[src/rtl/fca_pkg.sv]
`default_nettype none
// ----------------------------------------------------------------------------
// fca_pkg
// Shared widths, register indexes and reset values for the force click
// arbitration core.
// ----------------------------------------------------------------------------
package fca_pkg;

  localparam int unsigned CoordW    = 16;
  localparam int unsigned PressW    = 16;
  localparam int unsigned TickW     = 48;
  localparam int unsigned StallW    = 8;
  localparam int unsigned SquareW   = 2 * CoordW;
  localparam int unsigned DistW     = SquareW + 1;
  localparam int unsigned CfgDataW  = TickW;
  localparam int unsigned CfgIndexW = 3;

  // input word: button_down, now_ticks, contact_x, contact_y, contact_pressure
  localparam int unsigned InFieldW  = 1 + TickW + 2 * CoordW + PressW;
  localparam int unsigned InDataW   = ((InFieldW + 7) / 8) * 8;
  // result word: click, force pulse, state, drag lock, frame peak
  localparam int unsigned OutFieldW = 1 + 1 + 2 + 1 + PressW;
  localparam int unsigned OutDataW  = ((OutFieldW + 7) / 8) * 8;

  typedef enum logic [CfgIndexW-1:0] {
    CfgForceActive = 3'd0,
    CfgForceThresh = 3'd1,
    CfgTimeout     = 3'd2,
    CfgLockoutDist = 3'd3,
    CfgHysteresis  = 3'd4,
    CfgStallLimit  = 3'd5
  } cfg_index_e;

  localparam logic [PressW-1:0] ForceThreshRst = PressW'(128);
  localparam logic [TickW-1:0]  TimeoutRst     = TickW'(3000000);
  localparam logic [CoordW-1:0] LockoutDistRst = CoordW'(160);
  localparam logic [PressW-1:0] HysteresisRst  = PressW'(4);
  localparam logic [StallW-1:0] StallLimitRst  = StallW'(6);
  localparam logic [StallW-1:0] StallMax       = {StallW{1'b1}};

  // per-contact pipeline payload
  typedef struct packed {
    logic              button_down;
    logic [TickW-1:0]  now_ticks;
    logic              take;
    logic [PressW-1:0] pressure;
    logic              last;
  } item_t;

endpackage

`default_nettype wire

[src/rtl/force_click_arbitration_core.sv]
`default_nettype none
// ----------------------------------------------------------------------------
// force_click_arbitration_core
// Resolves a touchpad button press to an ordinary click or a force touch from
// a stream of per-contact words, one result word per touch frame.
// ----------------------------------------------------------------------------
//
//  channel  dir  handshake                       payload
//  s_axis   in   s_axis_tvalid / s_axis_tready   tdata, tuser = has_contact,
//                                                tlast = last_in_frame
//  m_axis   out  m_axis_tvalid / m_axis_tready   tdata, one word per frame end
//  cfg      in   cfg_we_i (no back-pressure)     cfg_index_i, cfg_wdata_i
//
//  One word per cycle sustained while no frame end waits on a held result.
//  A word passes an input register, an abs-diff stage, a squaring stage
//  and the decision stage, which writes a frame's result into the output
//  register. The decision stage (distance add/compare feeding the state
//  update) is the per-word loop that sets the rate.
//  Reset clears all control and tracking state at once; no clearing pass.
//  A waiting result stalls the pipe only when another frame end reaches the
//  decision stage; mid-frame words keep flowing into the tracking state.
//
module force_click_arbitration_core (
  input  wire                      clk_i,
  input  wire                      rst_ni,
  // button_down[0], now_ticks[48:1], contact_x[64:49], contact_y[80:65],
  // contact_pressure[96:81], zero pad above
  input  wire [fca_pkg::InDataW-1:0]   s_axis_tdata,
  input  wire                      s_axis_tuser,   // has_contact
  input  wire                      s_axis_tlast,   // last_in_frame
  input  wire                      s_axis_tvalid,
  output logic                     s_axis_tready,
  // button_click_report[0], force_touch_click[1], arbitration_state[3:2],
  // drag_locked[4], frame_peak[20:5], zero pad above
  output logic [fca_pkg::OutDataW-1:0] m_axis_tdata,
  output logic                     m_axis_tvalid,
  input  wire                      m_axis_tready,
  input  wire                      cfg_we_i,
  input  wire [fca_pkg::CfgIndexW-1:0] cfg_index_i,
  input  wire [fca_pkg::CfgDataW-1:0]  cfg_wdata_i
);
  import fca_pkg::*;

  typedef enum logic [1:0] {
    ArbIdle    = 2'd0,
    ArbPending = 2'd1,
    ArbClick   = 2'd2,
    ArbForce   = 2'd3
  } arb_state_e;

  // --------------------------------------------------------------------------
  // configuration registers
  // --------------------------------------------------------------------------
  logic              force_active_q;
  logic [PressW-1:0] force_thresh_q;
  logic [TickW-1:0]  timeout_q;
  logic [CoordW-1:0] lockout_dist_q;
  logic [PressW-1:0] hysteresis_q;
  logic [StallW-1:0] stall_limit_q;

  always_ff @(posedge clk_i or negedge rst_ni) begin
    if (!rst_ni) begin
      force_active_q <= 1'b0;
      force_thresh_q <= ForceThreshRst;
      timeout_q      <= TimeoutRst;
      lockout_dist_q <= LockoutDistRst;
      hysteresis_q   <= HysteresisRst;
      stall_limit_q  <= StallLimitRst;
    end else if (cfg_we_i) begin
      case (cfg_index_e'(cfg_index_i))
        CfgForceActive: force_active_q <= cfg_wdata_i[0];
        CfgForceThresh: force_thresh_q <= cfg_wdata_i[PressW-1:0];
        CfgTimeout:     timeout_q      <= cfg_wdata_i[TickW-1:0];
        CfgLockoutDist: lockout_dist_q <= cfg_wdata_i[CoordW-1:0];
        CfgHysteresis:  hysteresis_q   <= cfg_wdata_i[PressW-1:0];
        CfgStallLimit:  stall_limit_q  <= cfg_wdata_i[StallW-1:0];
        default: ;
      endcase
    end
  end

  // --------------------------------------------------------------------------
  // pipeline flow: stage 1 input reg, stage 2 abs diffs, stage 3 squares
  // --------------------------------------------------------------------------
  logic v1_q, v2_q, v3_q;
  logic ready1, ready2, ready3, done3;
  item_t s3_item_q;

  // a mid-frame word never needs the output register
  assign done3  = v3_q && (!s3_item_q.last || !m_axis_tvalid || m_axis_tready);
  assign ready3 = !v3_q || done3;
  assign ready2 = !v2_q || ready3;
  assign ready1 = !v1_q || ready2;
  assign s_axis_tready = ready1;

  always_ff @(posedge clk_i or negedge rst_ni) begin
    if (!rst_ni) begin
      v1_q <= 1'b0;
      v2_q <= 1'b0;
      v3_q <= 1'b0;
    end else begin
      if (ready1) v1_q <= s_axis_tvalid;
      if (ready2) v2_q <= v1_q;
      if (ready3) v3_q <= v2_q;
    end
  end

  // stage 1: input register
  item_t             s1_item_q;
  logic [CoordW-1:0] s1_x_q, s1_y_q;

  always_ff @(posedge clk_i) begin
    if (ready1 && s_axis_tvalid) begin
      s1_item_q.button_down <= s_axis_tdata[0];
      s1_item_q.now_ticks   <= s_axis_tdata[TickW:1];
      s1_item_q.take        <= s_axis_tuser && s_axis_tdata[0] && force_active_q;
      s1_item_q.pressure    <= s_axis_tdata[TickW+2*CoordW+PressW:TickW+2*CoordW+1];
      s1_item_q.last        <= s_axis_tlast;
      s1_x_q                <= s_axis_tdata[TickW+CoordW:TickW+1];
      s1_y_q                <= s_axis_tdata[TickW+2*CoordW:TickW+CoordW+1];
    end
  end

  // anchor lives here so the next word always sees it
  logic              anchor_valid_q;
  logic [CoordW-1:0] anchor_x_q, anchor_y_q;
  logic [CoordW-1:0] ref_x, ref_y, abs_x, abs_y;
  logic              load2;

  assign load2 = v1_q && ready2;

  always_comb begin
    ref_x = anchor_x_q;
    ref_y = anchor_y_q;
    if (!anchor_valid_q) begin
      ref_x = s1_x_q;
      ref_y = s1_y_q;
    end
    abs_x = (s1_x_q >= ref_x) ? (s1_x_q - ref_x) : (ref_x - s1_x_q);
    abs_y = (s1_y_q >= ref_y) ? (s1_y_q - ref_y) : (ref_y - s1_y_q);
  end

  always_ff @(posedge clk_i or negedge rst_ni) begin
    if (!rst_ni) begin
      anchor_valid_q <= 1'b0;
      anchor_x_q     <= '0;
      anchor_y_q     <= '0;
    end else if (load2) begin
      // frame end with button up or feature off drops the anchor
      if (s1_item_q.last && (!force_active_q || !s1_item_q.button_down)) begin
        anchor_valid_q <= 1'b0;
      end else if (s1_item_q.take && !anchor_valid_q) begin
        anchor_valid_q <= 1'b1;
        anchor_x_q     <= s1_x_q;
        anchor_y_q     <= s1_y_q;
      end
    end
  end

  // stage 2: abs diffs
  item_t             s2_item_q;
  logic [CoordW-1:0] s2_ax_q, s2_ay_q;

  always_ff @(posedge clk_i) begin
    if (load2) begin
      s2_item_q <= s1_item_q;
      s2_ax_q   <= abs_x;
      s2_ay_q   <= abs_y;
    end
  end

  // stage 3: squares
  logic [CoordW-1:0]  s3_ax_q, s3_ay_q;
  logic [SquareW-1:0] s3_sqx_q, s3_sqy_q;

  always_ff @(posedge clk_i) begin
    if (v2_q && ready3) begin
      s3_item_q <= s2_item_q;
      s3_ax_q   <= s2_ax_q;
      s3_ay_q   <= s2_ay_q;
      s3_sqx_q  <= SquareW'(s2_ax_q) * SquareW'(s2_ax_q);
      s3_sqy_q  <= SquareW'(s2_ay_q) * SquareW'(s2_ay_q);
    end
  end

  // --------------------------------------------------------------------------
  // decision stage: nearest contact, peak, frame-end arbitration
  // --------------------------------------------------------------------------
  arb_state_e        arb_q, arb_d, arb_a;
  logic              lock_q, lock_d;
  logic [TickW-1:0]  press_start_q, press_start_d;
  logic [PressW-1:0] held_peak_q, held_peak_d;
  logic [StallW-1:0] stall_q, stall_d;
  logic [PressW-1:0] run_peak_q, run_peak_d;
  logic              best_valid_q, best_valid_d;
  logic [DistW-1:0]  best_dist_q, best_dist_d;
  logic [CoordW-1:0] best_dx_q, best_dx_d, best_dy_q, best_dy_d;
  logic [DistW-1:0]  dist_sum;
  logic [PressW-1:0] peak;
  logic              click, force_pulse;
  logic [OutDataW-1:0] result;

  always_comb begin
    dist_sum = {1'b0, s3_sqx_q} + {1'b0, s3_sqy_q};

    run_peak_d   = run_peak_q;
    best_valid_d = best_valid_q;
    best_dist_d  = best_dist_q;
    best_dx_d    = best_dx_q;
    best_dy_d    = best_dy_q;
    if (s3_item_q.take) begin
      if (s3_item_q.pressure > run_peak_q) run_peak_d = s3_item_q.pressure;
      if (!best_valid_q || dist_sum < best_dist_q) begin
        best_valid_d = 1'b1;
        best_dist_d  = dist_sum;
        best_dx_d    = s3_ax_q;
        best_dy_d    = s3_ay_q;
      end
    end

    arb_d         = arb_q;
    arb_a         = arb_q;
    lock_d        = lock_q;
    press_start_d = press_start_q;
    held_peak_d   = held_peak_q;
    stall_d       = stall_q;
    peak          = run_peak_d;
    click         = 1'b0;
    force_pulse   = 1'b0;

    if (!force_active_q) begin
      // plain pass-through
      lock_d = 1'b0;
      arb_d  = s3_item_q.button_down ? ArbClick : ArbIdle;
      click  = s3_item_q.button_down;
      peak   = '0;
    end else if (!s3_item_q.button_down) begin
      // release frame
      lock_d      = 1'b0;
      force_pulse = (arb_q == ArbForce);
      click       = (arb_q == ArbPending);
      arb_d       = ArbIdle;
    end else begin
      // a frame with any tracked contact has a live anchor
      if (best_valid_d && (best_dx_d > lockout_dist_q || best_dy_d > lockout_dist_q)) begin
        lock_d = 1'b1;
      end
      if (arb_q == ArbIdle) begin
        arb_a         = ArbPending;
        press_start_d = s3_item_q.now_ticks;
        held_peak_d   = peak;
        stall_d       = '0;
      end
      arb_d = arb_a;
      if (lock_d) begin
        arb_d = ArbClick;
      end else if (arb_a == ArbPending) begin
        if (peak > held_peak_d) begin
          held_peak_d = peak;
          stall_d     = '0;
        end else if (stall_d < StallMax) begin
          stall_d = stall_d + StallW'(1);
        end
        if (peak > force_thresh_q) begin
          arb_d = ArbForce;
        end else if ((held_peak_d - peak) >= hysteresis_q) begin
          arb_d = ArbClick;
        end else if (stall_d >= stall_limit_q) begin
          arb_d = ArbClick;
        end else if (s3_item_q.now_ticks >= press_start_d &&
                     (s3_item_q.now_ticks - press_start_d) >= timeout_q) begin
          arb_d = ArbClick;
        end
      end
      if (arb_d == ArbClick) click = 1'b1;
    end

    result = '0;
    result[0]          = click;
    result[1]          = force_pulse;
    result[3:2]        = arb_d;
    result[4]          = lock_d;
    result[PressW+4:5] = peak;
  end

  always_ff @(posedge clk_i or negedge rst_ni) begin
    if (!rst_ni) begin
      arb_q         <= ArbIdle;
      lock_q        <= 1'b0;
      press_start_q <= '0;
      held_peak_q   <= '0;
      stall_q       <= '0;
      run_peak_q    <= '0;
      best_valid_q  <= 1'b0;
      best_dist_q   <= '0;
      best_dx_q     <= '0;
      best_dy_q     <= '0;
      m_axis_tvalid <= 1'b0;
    end else begin
      m_axis_tvalid <= (done3 && s3_item_q.last) || (m_axis_tvalid && !m_axis_tready);
      if (done3) begin
        if (s3_item_q.last) begin
          arb_q         <= arb_d;
          lock_q        <= lock_d;
          press_start_q <= press_start_d;
          held_peak_q   <= held_peak_d;
          stall_q       <= stall_d;
          // per-frame tracking starts over
          run_peak_q    <= '0;
          best_valid_q  <= 1'b0;
          best_dx_q     <= '0;
          best_dy_q     <= '0;
        end else begin
          run_peak_q    <= run_peak_d;
          best_valid_q  <= best_valid_d;
          best_dist_q   <= best_dist_d;
          best_dx_q     <= best_dx_d;
          best_dy_q     <= best_dy_d;
        end
      end
    end
  end

  always_ff @(posedge clk_i) begin
    if (done3 && s3_item_q.last) m_axis_tdata <= result;
  end

`ifndef SYNTH
  // force pulse only comes out on a release frame
  a_force_on_release: assert property (@(posedge clk_i) disable iff (!rst_ni)
    (m_axis_tvalid && m_axis_tdata[1]) |-> (m_axis_tdata[3:2] == ArbIdle))
    else $error("force pulse with non-idle state");

  // a latched drag lockout always resolves to click
  a_lock_is_click: assert property (@(posedge clk_i) disable iff (!rst_ni)
    (m_axis_tvalid && m_axis_tdata[4]) |-> (m_axis_tdata[3:2] == ArbClick))
    else $error("drag lock without click state");

  // click and force pulse are exclusive
  a_click_xor_force: assert property (@(posedge clk_i) disable iff (!rst_ni)
    m_axis_tvalid |-> !(m_axis_tdata[0] && m_axis_tdata[1]))
    else $error("click and force pulse in one word");

  // a frame end in the last stage never overwrites a waiting result
  a_no_overwrite: assert property (@(posedge clk_i) disable iff (!rst_ni)
    (m_axis_tvalid && !m_axis_tready && v3_q && s3_item_q.last) |=>
      $stable(m_axis_tdata))
    else $error("result overwritten while stalled");
`endif

endmodule

`default_nettype wire
[config.mk]
export PLATFORM = sky130hd
export DESIGN_NAME = force_click_arbitration_core
export DESIGN_NICKNAME = d
export VERILOG_FILES = /design/src/rtl/fca_pkg.sv /design/src/rtl/force_click_arbitration_core.sv
export SDC_FILE = /design/constraint.sdc
export NUM_CORES = 2
export LEC_CHECK = 0
export BUFFER_PORTS_ARGS = -buffer_cell sky130_fd_sc_hd__buf_4
export CORE_MARGIN = 3
export CORE_UTILIZATION = 58
export DETAILED_ROUTE_END_ITERATION = 7
export PLACE_DENSITY_LB_ADDON = 0.08
export SLEW_MARGIN = 20
export SYNTH_ARGS = -nofsm -noshare
export SYNTH_HDL_FRONTEND = slang
export SYNTH_SLANG_ARGS = --single-unit
[constraint.sdc]
create_clock -name clk_i -period 9.9 [get_ports clk_i]
set_input_delay 1.485 -clock clk_i [delete_from_list [all_inputs] [get_ports clk_i]]
set_output_delay 1.485 -clock clk_i [all_outputs]
set_load 0.005 [all_outputs]
==> results.md <==
* Die Outline Area at 90200 µm²
* CTS root buffer: sky130_fd_sc_hd__clkbuf_16
* Sum of routed wire length over all layers at 111000 µm
* Synthesized area at 50200 µm²
* Startpoint type of the worst setup path: register
* Boundary pin count at 188
* Distinct cell type count after synthesis at 81
* Synth area leader: sky130_fd_sc_hd__edfxtp_1
* Vias in the first global route at 34800
* Row cnt at 107
* Count of endpoints failing hold in the final timing report at 0
* MaxCap Viol Count at 0
* Layout net count at 6026
* H-tree levels at 3
* Starting DRC count in detailed routing at 1878
* Mean post-synth cell area at 10.4 µm²
* Detailed Place HPWL at about 83000 µm
* Global Route Usage Sum at 25.1%
* CTS Hold Buffers Added at 0
* Drt wl/cell at 18.0 µm
* Synth Instances at roughly 4800
* Number of inserted diodes at 0
* Path type of the worst min-delay path: reg -> reg
* Core utilization of the finished layout at about two thirds
* Maximum number of pins on one net before global-route repair at 158
* Xor/xnor share of the synthesized area at roughly 3.3%
* Fraction of layout cells with a size suffix above 1 at 9.70%
* Critical path arrival at 9.72 ns
* Total via count after detailed routing at 34300
* Delay of the slowest cell on the worst path at about 0.44 ns
* Maximum fanout along the worst path at 7
* Num CTS Buffers at 74
* Setup slack of the most critical reg-to-reg path at 0.57 ns
* Least-Margin Pin Slew at 1.04 ns
* Part of the Yosys area used for sequential elements at between 30 and 40%
* Cell Area, Placed at 52900 µm²
* Simple-gate share of the synthesized area at 9.98%
* Congestion Overflow GR at 0
* Synthesized flop and latch total at 677
* Detailed-route vias per instance at 5.54
* Initial Utilization at 58.7%
* CTS tree: done
* Final Max Tran Viols at 0
* Capture instance of the worst register-to-register path: m_axis_tdata[0]
* Worst Path Required at 10.29 ns
* Number of clock sinks at 677
* Worst-case clock buffer depth at 3
* Period Utilization, post-route at 94.2%
* Top flip-flop cell by instance count after synthesis: sky130_fd_sc_hd__edfxtp_1
* Startpoint-to-endpoint class of the critical path: reg -> reg
* Tightest hold margin at 0.412 ns
* Count of cells along the worst register-to-register path at 44
* Relative slew slack at 31.0%
* Layout overhead on the synthesized area at 10.5%
* Result of the run: completed
* Number of antenna-violating nets in the routed design at 0
* Adder-cell area share of the yosys netlist at 26.7%
* Share of synthesized registers carrying an async set or reset at 44.2%
* Dominant combinational cell family by area after synthesis: adder cells
* Initial antenna violation count at 1
* Critical Path Start: s3_item_q[16]
* Crit Reg-Reg Startpoint: s3_item_q[16]
* Crit-path most repeated cell: sky130_fd_sc_hd__a21oi_1
* Global-route wire length before repair at 180000 µm
* Setup clock skew after layout at 0.0456 ns
* Post-layout minimum cycle time at 9.33 ns
* # fillers at 6963
* Placer congestion estimate at 0.879
* Count of flip-flops with a built-in enable after synthesis at 378
* Insertion delay to the later sink of the worst-skew pair at between 0.6 and 0.7 ns
* Top cells by area, synth: sky130_fd_sc_hd__edfxtp_1 (23%), sky130_fd_sc_hd__dfrtp_1 (14%), sky130_fd_sc_hd__ha_1 (13%), sky130_fd_sc_hd__fa_1 (13%), sky130_fd_sc_hd__inv_1 (5.3%)
* Slowest cell on the critical path: sky130_fd_sc_hd__fa_1
* Type of element capturing the critical path: register
* First-pass iteration count of the detailed router at 7
* Multiplexer area fraction after synthesis at 3.45%
* Post-CTS clock slew at the launch and capture registers of the worst setup and hold paths at 0.07 ns
* Fmax at 107 MHz
* Die width at 300 µm
* Final standard cell area without fillers at 55500 µm²
* DIE HEIGHT at 300 µm
* Synth top area share at between 20% and 30%
* Count of synthesis-stage warnings from yosys at 0
* Post-synthesis compound-gate area fraction at 12.6%
* End of the critical path: m_axis_tdata[0]
* Area of the core at 85500 µm²
* Number of remaining DRC errors at 0
* Final setup violating endpoints at 0
* Port Buffer Count at between 150 and 200
-- cell families after synthesis --
group           Yosys count
compound gates         1019
xor+xnor                187
fa+ha+maj               872
buf+inv                 858
flops                   677
mux                     162
other cells               1
simple gates           1058
-- area by class of cell --
cell class                 instances  area (µm²)  area share, %
clock buffer                      87        1900           3.42
clock inverter                    50         621           1.12
inverter                         705        2650           4.77
multi-input combinational       3301       28300           50.9
sequential                       677       18900           34.0
tap                             1144        1430           2.58
timing repair buffer             234        1780           3.20
-- per-layer routing --
metal  GRT usage (%)  routed length (µm)  up-vias
li1                -                   -    16700
met1            32.4               47600    16700
met2            43.6               54800      699
met3            3.38                4950      213
met4            8.83                4090        0
met5               0                   0        -
-- stage by stage --
step	TNS (ns)	instances	worst slack, ns
after floorplan	0	4836	0.601
after global placement	0	6055	0.307
after detailed placement	-0.168	6055	-0.103
after CTS	0	6192	0.0353
after global routing	-0.0634	6198	-0.0485
final	0	6198	0.571
-- flip-flops by register name (all words and copies together), names as in the netlist, 21 cells and up --
signal / count
s1_item_q: 67
s2_item_q: 67
s3_item_q: 67
press_start_q: 48
timeout_q: 48
best_dist_q: 33
s3_sqx_q: 30
s3_sqy_q: 30
m_axis_tdata: 21
-- synth_stat cells (6+ instances only) --
| cell type | instances |
|---|---|
| sky130_fd_sc_hd__buf_2 | 6 |
| sky130_fd_sc_hd__fa_1 | 334 |
| sky130_fd_sc_hd__o21ai_0 | 348 |
| sky130_fd_sc_hd__a21oi_1 | 230 |
| sky130_fd_sc_hd__dfrtp_1 | 283 |
| sky130_fd_sc_hd__and2_1 | 120 |
| sky130_fd_sc_hd__nor3_1 | 43 |
| sky130_fd_sc_hd__xor2_1 | 59 |
| sky130_fd_sc_hd__nand2_1 | 445 |
| sky130_fd_sc_hd__o21bai_1 | 21 |
| sky130_fd_sc_hd__a31oi_1 | 27 |
| sky130_fd_sc_hd__mux2_2 | 77 |
| sky130_fd_sc_hd__nand2b_1 | 47 |
| sky130_fd_sc_hd__o21ai_1 | 7 |
| sky130_fd_sc_hd__nor2b_1 | 73 |
| sky130_fd_sc_hd__inv_1 | 705 |
| sky130_fd_sc_hd__and4_1 | 7 |
| sky130_fd_sc_hd__o31ai_1 | 7 |
| sky130_fd_sc_hd__o21a_1 | 60 |
| sky130_fd_sc_hd__o22ai_1 | 19 |
| sky130_fd_sc_hd__and3_1 | 24 |
| sky130_fd_sc_hd__nor2_1 | 163 |
| sky130_fd_sc_hd__ha_1 | 537 |
| sky130_fd_sc_hd__or3_1 | 6 |
| sky130_fd_sc_hd__o211ai_1 | 17 |
| sky130_fd_sc_hd__clkbuf_1 | 124 |
| sky130_fd_sc_hd__a22o_1 | 37 |
| sky130_fd_sc_hd__xnor2_1 | 128 |
| sky130_fd_sc_hd__mux2i_1 | 84 |
| sky130_fd_sc_hd__nand4_1 | 42 |
| sky130_fd_sc_hd__buf_1 | 20 |
| sky130_fd_sc_hd__a211oi_1 | 19 |
| sky130_fd_sc_hd__a2111oi_0 | 6 |
| sky130_fd_sc_hd__nand3_1 | 56 |
| sky130_fd_sc_hd__a21o_1 | 145 |
| sky130_fd_sc_hd__or2_2 | 14 |
| sky130_fd_sc_hd__a221oi_1 | 7 |
| sky130_fd_sc_hd__dfstp_2 | 16 |
| sky130_fd_sc_hd__edfxtp_1 | 378 |
-- critical path: cells and delay by family (launching register included) --
| kind | cells | cell delay, ns |
|---|---|---|
| muxes | 2 | 0.29 |
| and+or+nand+nor | 4 | 0.62 |
| buffers and inverters | 4 | 0.65 |
| DFF | 1 | 0.39 |
| xor gates and xnor gates | 1 | 0.15 |
| AOI/OAI and AO/OA | 28 | 5.54 |
| adders and majority gates | 5 | 1.45 |
-- layout by cell type, fill, tap and decap left out, types with 7 or more instances in the layout --
| cell | synthesis | routed |
|---|---|---|
| sky130_fd_sc_hd__inv_1 | 705 | 705 |
| sky130_fd_sc_hd__ha_1 | 537 | 537 |
| sky130_fd_sc_hd__nand2_1 | 445 | 444 |
| sky130_fd_sc_hd__edfxtp_1 | 378 | 378 |
| sky130_fd_sc_hd__o21ai_0 | 348 | 348 |
| sky130_fd_sc_hd__fa_1 | 334 | 334 |
| sky130_fd_sc_hd__dfrtp_1 | 283 | 282 |
| sky130_fd_sc_hd__buf_4 | 3 | 232 |
| sky130_fd_sc_hd__a21oi_1 | 230 | 228 |
| sky130_fd_sc_hd__nor2_1 | 163 | 159 |
| sky130_fd_sc_hd__a21o_1 | 145 | 145 |
| sky130_fd_sc_hd__xnor2_1 | 128 | 128 |
| sky130_fd_sc_hd__and2_1 | 120 | 117 |
| sky130_fd_sc_hd__mux2i_1 | 84 | 81 |
| sky130_fd_sc_hd__mux2_2 | 77 | 77 |
| sky130_fd_sc_hd__clkbuf_16 | 0 | 74 |
| sky130_fd_sc_hd__nor2b_1 | 73 | 73 |
| sky130_fd_sc_hd__o21a_1 | 60 | 60 |
| sky130_fd_sc_hd__xor2_1 | 59 | 59 |
| sky130_fd_sc_hd__nand3_1 | 56 | 53 |
| sky130_fd_sc_hd__nand2b_1 | 47 | 47 |
| sky130_fd_sc_hd__nand4_1 | 42 | 42 |
| sky130_fd_sc_hd__nor3_1 | 43 | 42 |
| sky130_fd_sc_hd__a22o_1 | 37 | 37 |
| sky130_fd_sc_hd__a31oi_1 | 27 | 27 |
| sky130_fd_sc_hd__and3_1 | 24 | 24 |
| sky130_fd_sc_hd__o21bai_1 | 21 | 21 |
| sky130_fd_sc_hd__a211oi_1 | 19 | 19 |
| sky130_fd_sc_hd__o22ai_1 | 19 | 18 |
| sky130_fd_sc_hd__o211ai_1 | 17 | 17 |
| sky130_fd_sc_hd__dfstp_2 | 16 | 16 |
| sky130_fd_sc_hd__or2_2 | 14 | 14 |
| sky130_fd_sc_hd__clkinv_1 | 0 | 14 |
| sky130_fd_sc_hd__clkbuf_1 | 124 | 13 |
| sky130_fd_sc_hd__clkinv_2 | 0 | 12 |
| sky130_fd_sc_hd__bufinv_16 | 0 | 11 |
| sky130_fd_sc_hd__o21ai_1 | 7 | 7 |
| sky130_fd_sc_hd__and4_1 | 7 | 7 |
| sky130_fd_sc_hd__o31ai_1 | 7 | 7 |
| sky130_fd_sc_hd__a221oi_1 | 7 | 7 |
-- timing repair --
action,4_1_cts,5_1_grt
cloned,0,0
setup endpoints to repair,5,5
resized for setup,2,12
setup buffers,0,6
pin swaps,0,2
-- worst min path at each step --
stage / cells past startpoint / start / end / slack, ns
global placement: 0 / s2_item_q[26] / s3_item_q[26] / 0.40
finish: 0 / s2_item_q[7] / s3_item_q[7] / 0.41
global route: 0 / s1_item_q[32] / s2_item_q[32] / 0.41
floorplan: 0 / s1_item_q[10] / s2_item_q[10] / 0.40
CTS: 0 / s2_item_q[33] / s3_item_q[33] / 0.41
detailed placement: 0 / s1_item_q[2] / s2_item_q[2] / 0.41
Power is left out: the tool's default activity adds up to more than one toggle a clock period on the data nets, which glitch-free logic cannot reach.
